**src/design/spbp_pkg.sv**
```systemverilog
// Shared types, constants and helper functions for the SNMP PDU BER parser.
`default_nettype none

package spbp_pkg;

   // Command codes on the input channel.
   localparam logic CMD_BEGIN = 1'b0;
   localparam logic CMD_DATA  = 1'b1;

   // Result kinds.
   localparam logic [2:0] KIND_REQ_ID     = 3'd0;
   localparam logic [2:0] KIND_ERR_STATUS = 3'd1;
   localparam logic [2:0] KIND_ERR_INDEX  = 3'd2;
   localparam logic [2:0] KIND_OID_BYTE   = 3'd3;
   localparam logic [2:0] KIND_VALUE_BYTE = 3'd4;
   localparam logic [2:0] KIND_EMPTY      = 3'd5;
   localparam logic [2:0] KIND_LIST_END   = 3'd6;
   localparam logic [2:0] KIND_ERROR      = 3'd7;

   // Fault codes.
   localparam logic [2:0] FAULT_NONE     = 3'd0;
   localparam logic [2:0] FAULT_MISSING  = 3'd1;
   localparam logic [2:0] FAULT_TAG      = 3'd2;
   localparam logic [2:0] FAULT_OVERRUN  = 3'd3;
   localparam logic [2:0] FAULT_VB_LEN   = 3'd4;
   localparam logic [2:0] FAULT_PDU_LEN  = 3'd5;
   localparam logic [2:0] FAULT_COUNT    = 3'd6;
   localparam logic [2:0] FAULT_LEN_LONG = 3'd7;

   // BER tags and length encoding.
   localparam logic [7:0] TAG_INT       = 8'h02;
   localparam logic [7:0] TAG_OID       = 8'h06;
   localparam logic [7:0] TAG_SEQ       = 8'h30;
   localparam logic [6:0] MAX_LEN_BYTES = 7'd4;

   // Largest number of varbinds in one list.
   localparam logic [7:0] MAX_BINDINGS = 8'd16;

   // Number of integers ahead of the varbind list.
   localparam logic [7:0] NUM_HEADER_INTS = 8'd3;

   typedef struct packed {
      logic        have;
      logic [2:0]  kind;
      logic [31:0] ival;
      logic [7:0]  fbyte;
      logic [7:0]  vtag;
      logic [7:0]  bnum;
      logic        last;
      logic        done;
      logic [2:0]  fault;
   } res_type;

   // Starts a fresh result of the given kind with all other fields cleared.
   function automatic res_type put_res(logic [2:0] kind);
      res_type r;
      r      = '0;
      r.have = 1'b1;
      r.kind = kind;
      return r;
   endfunction

   // Adds a fault code; a result that does not exist yet becomes an error result.
   function automatic res_type fail_res(res_type r_in, logic [2:0] code);
      res_type r;
      r = r_in;
      if (!r.have) begin
         r = put_res(KIND_ERROR);
      end
      r.fault = code;
      return r;
   endfunction

endpackage

`default_nettype wire

```
**src/design/snmp_pdu_ber_parser_top.sv**
```systemverilog
// Top level of the SNMP PDU BER parser: input register, parse logic, result register.
//
//  channel  direction  handshake             payload
//  req      in         req_valid/req_stall   command, pdu_tag, pdu_length, data_byte
//  rsp      out        rsp_valid/rsp_stall   kind, int_value, field_byte, value_tag,
//                                            binding_number, field_last, pdu_done,
//                                            echo_tag, fault
//
// One item per cycle while rsp is not stalled: each transfer is parsed while it sits
// in the input register, and its result (if any) is then held in the result register.
// The parse state update is one tag compare, one length compare and a few counters.
// Reset is synchronous and clears the parse phase and both valid flags.
// A stall on rsp holds the result register; the input register then holds one
// item and req_stall rises only while that item cannot move on.
`default_nettype none

module snmp_pdu_ber_parser_top
   import spbp_pkg::*;
(
   input  wire logic        clock,
   input  wire logic        reset,

   input  wire logic        req_valid,
   output logic             req_stall,
   input  wire logic        req_command,
   input  wire logic [7:0]  req_pdu_tag,
   input  wire logic [15:0] req_pdu_length,
   input  wire logic [7:0]  req_data_byte,

   output logic             rsp_valid,
   input  wire logic        rsp_stall,
   output logic [2:0]       rsp_kind,
   output logic [31:0]      rsp_int_value,
   output logic [7:0]       rsp_field_byte,
   output logic [7:0]       rsp_value_tag,
   output logic [7:0]       rsp_binding_number,
   output logic             rsp_field_last,
   output logic             rsp_pdu_done,
   output logic [7:0]       rsp_echo_tag,
   output logic [2:0]       rsp_fault
);

   localparam logic [3:0] PH_IDLE     = 4'd0;
   localparam logic [3:0] PH_INT_TAG  = 4'd1;
   localparam logic [3:0] PH_INT_LEN  = 4'd2;
   localparam logic [3:0] PH_INT_VAL  = 4'd3;
   localparam logic [3:0] PH_LIST_TAG = 4'd4;
   localparam logic [3:0] PH_LIST_LEN = 4'd5;
   localparam logic [3:0] PH_VB_TAG   = 4'd6;
   localparam logic [3:0] PH_VB_LEN   = 4'd7;
   localparam logic [3:0] PH_OID_TAG  = 4'd8;
   localparam logic [3:0] PH_OID_LEN  = 4'd9;
   localparam logic [3:0] PH_OID_VAL  = 4'd10;
   localparam logic [3:0] PH_VAL_TAG  = 4'd11;
   localparam logic [3:0] PH_VAL_LEN  = 4'd12;
   localparam logic [3:0] PH_VAL_VAL  = 4'd13;

   // Input register.
   logic        in_valid_ff, in_valid_in;
   logic        in_cmd_ff;
   logic [7:0]  in_tag_ff;
   logic [15:0] in_len_ff;
   logic [7:0]  in_byte_ff;

   // Parse state.
   logic [3:0]  phase_ff, phase_in;
   logic [15:0] pdu_left_ff, pdu_left_in;
   logic [15:0] list_left_ff, list_left_in;
   logic [15:0] binding_left_ff, binding_left_in;
   logic [15:0] field_left_ff, field_left_in;
   logic [2:0]  len_bytes_ff, len_bytes_in;
   logic [31:0] acc_ff, acc_in;
   logic [7:0]  cur_tag_ff, cur_tag_in;
   logic [7:0]  bind_count_ff, bind_count_in;
   logic [7:0]  saved_tag_ff, saved_tag_in;

   // Result register.
   logic        rsp_valid_ff, rsp_valid_in;
   res_type     res_ff, res_in;

   logic        accept;
   logic        advance;
   logic [15:0] pl_dec, ll_dec, bl_dec, fl_dec;
   logic [15:0] len_bound;
   logic        fin_go;
   logic [31:0] fin_len;
   logic        int_go, valdone_go, list_go, valtag_go;

   assign advance   = in_valid_ff && !(rsp_valid_ff && rsp_stall);
   assign req_stall = in_valid_ff && !advance;
   assign accept    = req_valid && !req_stall;

   assign in_valid_in  = accept || (in_valid_ff && !advance);
   assign rsp_valid_in = advance ? res_in.have : (rsp_valid_ff && rsp_stall);

   // Byte counts of the enclosing elements after this content byte is counted.
   assign pl_dec = (pdu_left_ff != '0) ? pdu_left_ff - 16'd1 : pdu_left_ff;
   assign ll_dec = (phase_ff >= PH_VB_TAG && list_left_ff != '0) ?
                   list_left_ff - 16'd1 : list_left_ff;
   assign bl_dec = (phase_ff >= PH_OID_TAG && binding_left_ff != '0) ?
                   binding_left_ff - 16'd1 : binding_left_ff;
   assign fl_dec = (field_left_ff != '0) ? field_left_ff - 16'd1 : field_left_ff;

   // A length must fit in the element that encloses it.
   always_comb begin
      if (phase_ff inside {PH_INT_TAG, PH_INT_LEN, PH_LIST_TAG, PH_LIST_LEN}) begin
         len_bound = pl_dec;
      end else if (phase_ff inside {PH_VB_TAG, PH_VB_LEN}) begin
         len_bound = ll_dec;
      end else begin
         len_bound = bl_dec;
      end
   end

   always_comb begin
      phase_in        = phase_ff;
      pdu_left_in     = pdu_left_ff;
      list_left_in    = list_left_ff;
      binding_left_in = binding_left_ff;
      field_left_in   = field_left_ff;
      len_bytes_in    = len_bytes_ff;
      acc_in          = acc_ff;
      cur_tag_in      = cur_tag_ff;
      bind_count_in   = bind_count_ff;
      saved_tag_in    = saved_tag_ff;
      res_in          = '0;
      fin_go          = 1'b0;
      fin_len         = '0;
      int_go          = 1'b0;
      valdone_go      = 1'b0;
      list_go         = 1'b0;
      valtag_go       = 1'b0;

      if (advance) begin
         if (in_cmd_ff == CMD_BEGIN) begin
            saved_tag_in    = in_tag_ff;
            pdu_left_in     = in_len_ff;
            list_left_in    = '0;
            binding_left_in = '0;
            field_left_in   = '0;
            len_bytes_in    = '0;
            acc_in          = '0;
            cur_tag_in      = '0;
            bind_count_in   = '0;
            phase_in        = PH_INT_TAG;
            if (in_len_ff == '0) begin
               res_in   = fail_res(res_in, FAULT_MISSING);
               phase_in = PH_IDLE;
            end
         end else if (phase_ff != PH_IDLE) begin
            pdu_left_in     = pl_dec;
            list_left_in    = ll_dec;
            binding_left_in = bl_dec;

            case (phase_ff)
               PH_INT_TAG, PH_LIST_TAG, PH_VB_TAG, PH_OID_TAG, PH_VAL_TAG: begin
                  if (phase_ff == PH_VAL_TAG) begin
                     cur_tag_in = in_byte_ff;
                  end
                  if ((phase_ff == PH_INT_TAG && in_byte_ff != TAG_INT) ||
                      (phase_ff == PH_LIST_TAG && in_byte_ff != TAG_SEQ) ||
                      (phase_ff == PH_VB_TAG && in_byte_ff != TAG_SEQ) ||
                      (phase_ff == PH_OID_TAG && in_byte_ff != TAG_OID)) begin
                     res_in   = fail_res(res_in, FAULT_TAG);
                     phase_in = PH_IDLE;
                  end else if (phase_ff == PH_VB_TAG && bind_count_ff >= MAX_BINDINGS) begin
                     res_in   = fail_res(res_in, FAULT_COUNT);
                     phase_in = PH_IDLE;
                  end else begin
                     // Every tag phase code is one below its length phase code.
                     phase_in     = phase_ff + 4'd1;
                     len_bytes_in = '0;
                     acc_in       = '0;
                     if (len_bound == '0) begin
                        res_in   = fail_res(res_in, FAULT_OVERRUN);
                        phase_in = PH_IDLE;
                     end
                  end
               end
               PH_INT_LEN, PH_LIST_LEN, PH_VB_LEN, PH_OID_LEN, PH_VAL_LEN: begin
                  if (len_bytes_ff == '0) begin
                     if (in_byte_ff[7]) begin
                        if (in_byte_ff[6:0] > MAX_LEN_BYTES) begin
                           res_in   = fail_res(res_in, FAULT_LEN_LONG);
                           phase_in = PH_IDLE;
                        end else if (in_byte_ff[6:0] == '0) begin
                           fin_go  = 1'b1;
                           fin_len = '0;
                        end else begin
                           len_bytes_in = in_byte_ff[2:0];
                           acc_in       = '0;
                           if (len_bound == '0) begin
                              res_in   = fail_res(res_in, FAULT_OVERRUN);
                              phase_in = PH_IDLE;
                           end
                        end
                     end else begin
                        fin_go  = 1'b1;
                        fin_len = {24'd0, in_byte_ff};
                     end
                  end else begin
                     acc_in       = {acc_ff[23:0], in_byte_ff};
                     len_bytes_in = len_bytes_ff - 3'd1;
                     if (len_bytes_in == '0) begin
                        fin_go  = 1'b1;
                        fin_len = acc_in;
                     end else if (len_bound == '0) begin
                        res_in   = fail_res(res_in, FAULT_OVERRUN);
                        phase_in = PH_IDLE;
                     end
                  end
               end
               PH_INT_VAL: begin
                  acc_in        = {acc_ff[23:0], in_byte_ff};
                  field_left_in = fl_dec;
                  if (fl_dec == '0) begin
                     int_go = 1'b1;
                  end
               end
               PH_OID_VAL, PH_VAL_VAL: begin
                  res_in       = put_res((phase_ff == PH_VAL_VAL) ? KIND_VALUE_BYTE
                                                                  : KIND_OID_BYTE);
                  res_in.fbyte = in_byte_ff;
                  res_in.bnum  = bind_count_ff;
                  res_in.vtag  = (phase_ff == PH_VAL_VAL) ? cur_tag_ff : 8'd0;
                  field_left_in = fl_dec;
                  if (fl_dec == '0) begin
                     res_in.last = 1'b1;
                     if (phase_ff == PH_VAL_VAL) begin
                        valdone_go = 1'b1;
                     end else begin
                        valtag_go = 1'b1;
                     end
                  end
               end
               default: begin
                  phase_in = PH_IDLE;
               end
            endcase

            // A complete length is checked against its element and acted on.
            if (fin_go) begin
               if (fin_len > {16'd0, len_bound}) begin
                  res_in   = fail_res(res_in, FAULT_OVERRUN);
                  phase_in = PH_IDLE;
               end else begin
                  case (phase_ff)
                     PH_INT_LEN: begin
                        field_left_in = fin_len[15:0];
                        acc_in        = '0;
                        if (fin_len == '0) begin
                           int_go = 1'b1;
                        end else begin
                           phase_in = PH_INT_VAL;
                        end
                     end
                     PH_LIST_LEN: begin
                        list_left_in  = fin_len[15:0];
                        bind_count_in = '0;
                        phase_in      = PH_VB_TAG;
                        if (fin_len == '0) begin
                           list_go = 1'b1;
                        end
                     end
                     PH_VB_LEN: begin
                        binding_left_in = fin_len[15:0];
                        cur_tag_in      = '0;
                        phase_in        = PH_OID_TAG;
                        if (fin_len == '0) begin
                           res_in   = fail_res(res_in, FAULT_MISSING);
                           phase_in = PH_IDLE;
                        end
                     end
                     PH_OID_LEN: begin
                        field_left_in = fin_len[15:0];
                        if (fin_len == '0) begin
                           res_in      = put_res(KIND_EMPTY);
                           res_in.bnum = bind_count_ff;
                           res_in.last = 1'b1;
                           valtag_go   = 1'b1;
                        end else begin
                           phase_in = PH_OID_VAL;
                        end
                     end
                     default: begin
                        field_left_in = fin_len[15:0];
                        if (fin_len == '0) begin
                           res_in      = put_res(KIND_EMPTY);
                           res_in.bnum = bind_count_ff;
                           res_in.vtag = cur_tag_ff;
                           res_in.last = 1'b1;
                           valdone_go  = 1'b1;
                        end else begin
                           phase_in = PH_VAL_VAL;
                        end
                     end
                  endcase
               end
            end

            // One of the header integers is complete.
            if (int_go) begin
               res_in        = put_res(bind_count_ff[2:0]);
               res_in.ival   = acc_in;
               bind_count_in = bind_count_ff + 8'd1;
               if (bind_count_in >= NUM_HEADER_INTS) begin
                  bind_count_in = '0;
                  phase_in      = PH_LIST_TAG;
               end else begin
                  phase_in = PH_INT_TAG;
               end
               if (pdu_left_in == '0) begin
                  res_in   = fail_res(res_in, FAULT_MISSING);
                  phase_in = PH_IDLE;
               end
            end

            // The value closes the varbind, which must be used up exactly.
            if (valdone_go) begin
               if (binding_left_in != '0) begin
                  res_in   = fail_res(res_in, FAULT_VB_LEN);
                  phase_in = PH_IDLE;
               end else begin
                  bind_count_in = bind_count_ff + 8'd1;
                  phase_in      = PH_VB_TAG;
                  if (list_left_in == '0) begin
                     list_go = 1'b1;
                  end
               end
            end

            // The list has ended; the PDU must end with it.
            if (list_go) begin
               if (!res_in.have) begin
                  res_in = put_res(KIND_LIST_END);
               end
               phase_in = PH_IDLE;
               if (pdu_left_in == '0) begin
                  res_in.done = 1'b1;
               end else begin
                  res_in = fail_res(res_in, FAULT_PDU_LEN);
               end
            end

            if (valtag_go) begin
               phase_in = PH_VAL_TAG;
               if (binding_left_in == '0) begin
                  res_in   = fail_res(res_in, FAULT_MISSING);
                  phase_in = PH_IDLE;
               end
            end
         end
      end
   end

   always_ff @(posedge clock) begin
      if (reset) begin
         in_valid_ff     <= 1'b0;
         rsp_valid_ff    <= 1'b0;
         phase_ff        <= PH_IDLE;
         pdu_left_ff     <= '0;
         list_left_ff    <= '0;
         binding_left_ff <= '0;
         field_left_ff   <= '0;
         len_bytes_ff    <= '0;
         acc_ff          <= '0;
         cur_tag_ff      <= '0;
         bind_count_ff   <= '0;
         saved_tag_ff    <= '0;
      end else begin
         in_valid_ff     <= in_valid_in;
         rsp_valid_ff    <= rsp_valid_in;
         phase_ff        <= phase_in;
         pdu_left_ff     <= pdu_left_in;
         list_left_ff    <= list_left_in;
         binding_left_ff <= binding_left_in;
         field_left_ff   <= field_left_in;
         len_bytes_ff    <= len_bytes_in;
         acc_ff          <= acc_in;
         cur_tag_ff      <= cur_tag_in;
         bind_count_ff   <= bind_count_in;
         saved_tag_ff    <= saved_tag_in;
      end
   end

   always_ff @(posedge clock) begin
      if (accept) begin
         in_cmd_ff  <= req_command;
         in_tag_ff  <= req_pdu_tag;
         in_len_ff  <= req_pdu_length;
         in_byte_ff <= req_data_byte;
      end
      if (advance) begin
         res_ff <= res_in;
      end
   end

   assign rsp_valid          = rsp_valid_ff;
   assign rsp_kind           = res_ff.kind;
   assign rsp_int_value      = res_ff.ival;
   assign rsp_field_byte     = res_ff.fbyte;
   assign rsp_value_tag      = res_ff.vtag;
   assign rsp_binding_number = res_ff.bnum;
   assign rsp_field_last     = res_ff.last;
   assign rsp_pdu_done       = res_ff.done;
   assign rsp_echo_tag       = saved_tag_ff;
   assign rsp_fault          = res_ff.fault;

   // Data bytes that arrive while idle must not make a result.
   a_idle_silent: assert property (@(posedge clock) disable iff (reset)
      advance && in_cmd_ff == CMD_DATA && phase_ff == PH_IDLE |-> !res_in.have)
      else $error("result produced from a data byte while idle");

   // Any fault leaves the parser idle.
   a_fault_idle: assert property (@(posedge clock) disable iff (reset)
      advance && res_in.fault != FAULT_NONE |=> phase_ff == PH_IDLE)
      else $error("parser not idle after a fault");

   // A completed PDU never carries a fault.
   a_done_clean: assert property (@(posedge clock) disable iff (reset)
      rsp_valid_ff |-> !(res_ff.done && res_ff.fault != FAULT_NONE))
      else $error("pdu_done reported together with a fault");

   // The varbind count stays within the limit while the list is walked.
   a_count_limit: assert property (@(posedge clock) disable iff (reset)
      phase_ff == PH_VB_TAG |-> bind_count_ff <= MAX_BINDINGS)
      else $error("varbind count beyond the limit");

endmodule

`default_nettype wire
```
**config.mk**
```make
export PLATFORM = sky130hd
export DESIGN_NAME = snmp_pdu_ber_parser_top
export DESIGN_NICKNAME = d
export VERILOG_FILES = /design/src/design/spbp_pkg.sv /design/src/design/snmp_pdu_ber_parser_top.sv
export SDC_FILE = /design/constraint.sdc
export NUM_CORES = 1
export LEC_CHECK = 0
export BUFFER_PORTS_ARGS = -buffer_cell sky130_fd_sc_hd__buf_2
export CAP_MARGIN = 20
export CELL_PAD_IN_SITES_DETAIL_PLACEMENT = 0
export CELL_PAD_IN_SITES_GLOBAL_PLACEMENT = 1
export CORE_MARGIN = 2
export CORE_UTILIZATION = 47
export CTS_BUF_LIST = sky130_fd_sc_hd__clkbuf_4 sky130_fd_sc_hd__clkbuf_8
export CTS_CLUSTER_DIAMETER = 50
export DETAILED_ROUTE_END_ITERATION = 8
export PLACE_DENSITY_LB_ADDON = 0.1
export SLEW_MARGIN = 20
export SYNTH_ARGS = -nofsm -noshare
export SYNTH_HDL_FRONTEND = slang
export SYNTH_SLANG_ARGS = --single-unit
```
**constraint.sdc**
```tcl
create_clock -name clock -period 6.3 [get_ports clock]
set_input_delay 1.26 -clock clock [delete_from_list [all_inputs] [get_ports clock]]
set_output_delay 1.26 -clock clock [all_outputs]
set_load 0.02 [all_outputs]
```
* Word-level counts from Yosys, hierarchy flattened
Index checks and enable logic that the tools add are counted.
Cells by class: $add $sub $neg 7, magnitude comparators 6, equal/unequal tests 23, multiplexer cells 202, bitwise operators 1, reduce and logical (&&, ||, !) cells 46
Operators with widths (count):
- $mux W65 | 38
- $mux W32 | 17
- $mux W16 | 30
- $pmux W65 S3 | 2
- $mux W64 | 5
- $mux W8 | 17
- $logic_not A16 Y1 | 6
- $pmux W32 S3 | 1
- $mux W4 | 23
- $reduce_bool A16 Y1 | 5
- $sub A16 B1 Y16 const B | 4
- $mux W61 | 1
- $mux W1 | 52
- $mux W3 | 12
- $gt A32 B16 Y1 | 1
- $logic_not A32 Y1 | 1
- $eq A4 B4 Y1 const B | 6
- $eq A4 B3 Y1 const B | 4
- $pmux W4 S4 | 1
- $ne A4 B4 Y1 const B | 3
- $pmux W4 S3 | 1
- $logic_and A1 B1 Y1 | 11
- $reduce_or A5 Y1 | 2
- $add A8 B1 Y8 const B | 1
- 29 further kinds | 41
Word-level totals: register bits after elaboration 226, bits of input ports 37, logic and storage cells 309

* Logic depth before layout (Yosys ltp)
word-level depth 47, mapped depth 24, mapped depth without buffers 21

* Least setup slack after synthesis
No wires, ideal clock.
path type register -> register, start reg phase_ff[0], end reg res_ff, in the netlist rsp_binding_number[0], data pin, setup time 0.255 ns, arrival time 5.099 ns, required time 6.045 ns, slack 0.947 ns, stages on the path, launching flop included 22, buffers on the path 1, period minus slack after synthesis 5.353 ns, path through dfxtp_1 > inv_1 > ha_1 > nand2b_1 > a21oi_1 > a21oi_1 > nor3_1 > nand2_1 > inv_1 > ha_1 > and2_0 > a221o_1 > a21oi_1 > a31oi_1 > or3_1 > clkbuf_1 > mux2i_1 > o31ai_1 > nand2b_1 > o21ai_2 > a221oi_4 > and2_1
Between the ends: word-level cells in the longest chain between the ends 46, elaborated cells between the ends (all ways) 146, those cells by class 3 x order compare; 13 x eq/ne; 107 x mux; 23 x reduce/logical
RTL lines:
- from (decl) | RTL line snmp_pdu_ber_parser_top.sv:66 | logic [3:0] phase_ff, phase_in;
- from (signal assigned) | RTL line snmp_pdu_ber_parser_top.sv:373 | phase_ff <= phase_in;
- $ge A4 B4 Y1 / $ge A4 B3 Y1 (equally long branches) | RTL line snmp_pdu_ber_parser_top.sv:100, snmp_pdu_ber_parser_top.sv:98
- $logic_and A1 B1 Y1 (on tied branches) | RTL line snmp_pdu_ber_parser_top.sv:100, snmp_pdu_ber_parser_top.sv:98
- $mux W16 (on tied branches) | RTL line snmp_pdu_ber_parser_top.sv:100, snmp_pdu_ber_parser_top.sv:98
- $mux W16 | RTL line snmp_pdu_ber_parser_top.sv:108 | end else if (phase_ff inside {PH_VB_TAG, PH_VB_LEN}) begin
- $mux W16 | RTL line snmp_pdu_ber_parser_top.sv:106 | if (phase_ff inside {PH_INT_TAG, PH_INT_LEN, PH_LIST_TAG, PH_LIST_LEN}) begin
- $logic_not A16 Y1 | RTL line snmp_pdu_ber_parser_top.sv:174, snmp_pdu_ber_parser_top.sv:192, snmp_pdu_ber_parser_top.sv:207
- $mux W65 | RTL line snmp_pdu_ber_parser_top.sv:174 | if (len_bound == '0) begin
- $mux W65 | RTL line snmp_pdu_ber_parser_top.sv:186 | end else if (in_byte_ff[6:0] == '0) begin
- [... 30 more ...]
- $mux W65 | RTL line snmp_pdu_ber_parser_top.sv:150 | end else if (phase_ff != PH_IDLE) begin
- $mux W65 | RTL line snmp_pdu_ber_parser_top.sv:135 | if (in_cmd_ff == CMD_BEGIN) begin
- $mux W65 | RTL line snmp_pdu_ber_parser_top.sv:134 | if (advance) begin
- $mux W64 | RTL line spbp_pkg.sv:67 | if (!r.have) begin
- $mux W65 | RTL line snmp_pdu_ber_parser_top.sv:347 | if (binding_left_in == '0) begin
- $mux W65 | RTL line snmp_pdu_ber_parser_top.sv:345 | if (valtag_go) begin
- $mux W65 * | RTL line snmp_pdu_ber_parser_top.sv:150
- $mux W65 * | RTL line snmp_pdu_ber_parser_top.sv:135
- to (signal assigned) | RTL line snmp_pdu_ber_parser_top.sv:394 | res_ff <= res_in;
- to (decl) | RTL line snmp_pdu_ber_parser_top.sv:79 | res_type res_ff, res_in;
Mark *: on every way between the ends. The rest lies on a longest branch, timed or not. The select of a mux whose other input is x is not followed. A chain may end at the register's enable or synchronous reset.

* Worst setup path in the final report
start reg phase_ff[0], end reg res_ff, in the netlist rsp_value_tag[3], data pin
Same word-level chain as after synthesis.

==> metrics <==
outcome=finished, final reports clean; Routed WL=46700 um; Placed Area=0.0149 mm^2; Synth Instances=1683; max-slew violations=0; clock skew=0.0360 ns; top cells by count, synth=nor2_1, nand2_1, dfxtp_1; synth top area cells=edfxtp_1, dfxtp_1, nor2_1; Hold Vio Cnt, Final=0; clk_lat worst skew=0.56 ns; switching pwr=0.931 mW; CTS H-Tree Depth=2; CTS sink count=226; crit-path max FO=9; total grt overflow=0; Worst EP arrival=6.12 ns; Seq cells post-synth=226; VDD IR max=190 uV; setup TNS=0 ns; mean post-synth cell area=8.18 um^2; final cell count without fillers=2199; crit share post-route=92.3%; Worst setup SP type=register; area grow syn2layout=14.4%; Worst Path Required=6.60 ns; # rows=62; # DRC=0; hold_ws=0.452 ns; die width=175 um; clock root cell=clkbuf_8; post-synthesis async set-or-reset flop share=0%; Synth area leader=edfxtp_1; DRC violation total after the first TritonRoute iteration=1395; Worst Setup End Kind=register; setup violators final=0; pin count of the biggest net entering global routing=80; clock share of power=42.0%; Distinct cells, synth=85; placed cell count=2125; HP Class=register to register; most frequent cell after synthesis=nor2_1; Final GP Congestion=0.991; CTS max path bufs=3; combinational share of power=12.0%; via count=13600; RSZ-0062 raised after global routing=no; # diodes=0; Internal=2.52 mW; Tot GR Track Use=29.7%; Reg power frac=46.0%; Critical Path Max Stage Delay=0.49 ns; # fillers=2774; synthesis warning total=0; P per Cell Area=219 mW/mm^2; Cell Chain, Critical Path=inv_1 -> ha_1 -> o21ai_0 -> a21oi_1 -> o211ai_1 -> a21bo_2 -> a222oi_1 -> ha_1 -> and2_0 -> a221o_1 -> a21oi_1 -> a31oi_1 -> or3_1 -> mux2i_1 -> o31ai_1 -> nand2b_1 -> o21ai_2 -> a221oi_4 -> and2_1; Seq/Total Area, Yosys=39.9%; Final Cell Area=0.0157 mm^2; CTS clk-pin slew, worst paths=0.06 ns; crit-path leading delay family=compound AO/OA/AOI/OAI gates; vias in the first global route=12600; final-stage net count=1851; EDFF count, synth=97; Buf/Inv on CP=1; mapped cell area=0.0138 mm^2; # IOs=111; layout cells sized above 1=15.9%; Core Region=0.0288 mm^2; Port-buffer cells=110; f_max=0.172 GHz; CTS buffer count=41; dominant synthesized flop cell=dfxtp_1; Sw Ratio=27.0%; worst rel slew slack=32.3%; Post-CTS Resized=0; worst-margin pin slew=1.01 ns; Syn Nets=1750; CTS tree=built; drt first pass iters=6; Die Y=175 um; antenna viol nets, final=0; Die Area=0.0307 mm^2; Post-CTS Setup Bufs=0; static leakage=5.98 nW; CP max stage cell=o21ai_0; max cap viols=0; hpwl dp=33700 um; initial antenna violation count=0; vias per cell=6.16; post-synth top area share=21.2%; critical path class=register to register; routed len/inst=21.2 um; Post-CTS Hold Buffers=0; first-pass GRT wire length=72200 um; initial core utilization=47.8%; Tmin final=5.82 ns
-- final cells by class --
| cell class | count | area [um^2] | share of cell area (%) |
|---|---|---|---|
| clock buffer | 65 | 776 | 4.93 |
| clock inverter | 9 | 86.3 | 0.548 |
| inverter | 47 | 178 | 1.13 |
| multi-input combinational | 1302 | 7730 | 49.1 |
| sequential | 226 | 5500 | 34.9 |
| tap | 384 | 480 | 3.05 |
| timing repair buffer | 166 | 998 | 6.34 |
-- path summary, 6_finish.rpt --
| path | from | endpoint | slack, ns | depth (start not counted) |
|---|---|---|---|---|
| max | phase_ff[0] | rsp_value_tag[3] | 0.48 | 19 |
| min reg2reg | rsp_echo_tag[6] | rsp_echo_tag[6] | 0.45 | 2 |
| max reg2reg | phase_ff[0] | rsp_value_tag[3] | 0.48 | 19 |
| min | rsp_echo_tag[6] | rsp_echo_tag[6] | 0.45 | 2 |
-- flip-flops by register name, summed over array words and instances (netlist names), 16 cells and up --
signal,flops
field_left_ff,16
binding_left_ff,16
pdu_left_ff,16
list_left_ff,16
in_len_ff,16
acc_ff,32
rsp_int_value,32
-- cells in the final DEF, fill, tap and decap left out, types with 33 or more instances in the layout --
cell      synthesis  final
nor2_1          226    225
nand2_1         213    213
dfxtp_1         129    129
a21oi_1         124    124
buf_2             1    109
o21ai_0          99     99
edfxtp_1         97     97
buf_4             0     55
nor3_1           49     48
clkbuf_8          0     46
inv_1            45     45
nor4_1           36     35
a32oi_1          35     35
and2_1           34     34
nand3_1          33     33
-- kinds of logic after synthesis --
family / count (synthesis) / share of synthesized area [%]
AOI/OAI and AO/OA: 485 / 23.8
xor gates and xnor gates: 27 / 1.72
adders and majority gates: 30 / 2.73
buffers and inverters: 155 / 4.29
DFF: 226 / 39.9
muxes: 18 / 1.43
and+or+nand+nor: 742 / 26.1
-- through the flow --
step | utilization, % | power [mW] | worst slack, ns
after floorplan | - | 1.87 | 0.947
after global placement | 51.7 | 2.02 | 0.656
after detailed placement | 51.7 | 2.02 | 0.641
after CTS | 54.7 | 3.48 | 0.594
after global routing | 54.7 | 3.58 | 0.142
final | 54.7 | 3.45 | 0.485
-- power groups by stage --
stage	clock network, mW	logic (mW)	registers, mW
final	1.45	0.414	1.59
after global routing	1.54	0.445	1.59
after CTS	1.49	0.410	1.59
after detailed placement	0	0.407	1.62
after global placement	0	0.408	1.62
after floorplan	0	0.252	1.62
-- per-layer routing --
| layer | routed length (um) | GRT usage, % |
|---|---|---|
| met2 | 21300 | 48.0 |
| met1 | 20900 | 40.1 |
| met5 | 0 | 0 |
| met3 | 2960 | 4.53 |
| met4 | 1560 | 11.0 |
-- tightest hold or removal path, stage by stage (launching register included) --
cell	delay, ns
dfxtp_1	0.30
nand2_1	0.05
a21oi_1	0.05
(Power assumes the default switching activity.)
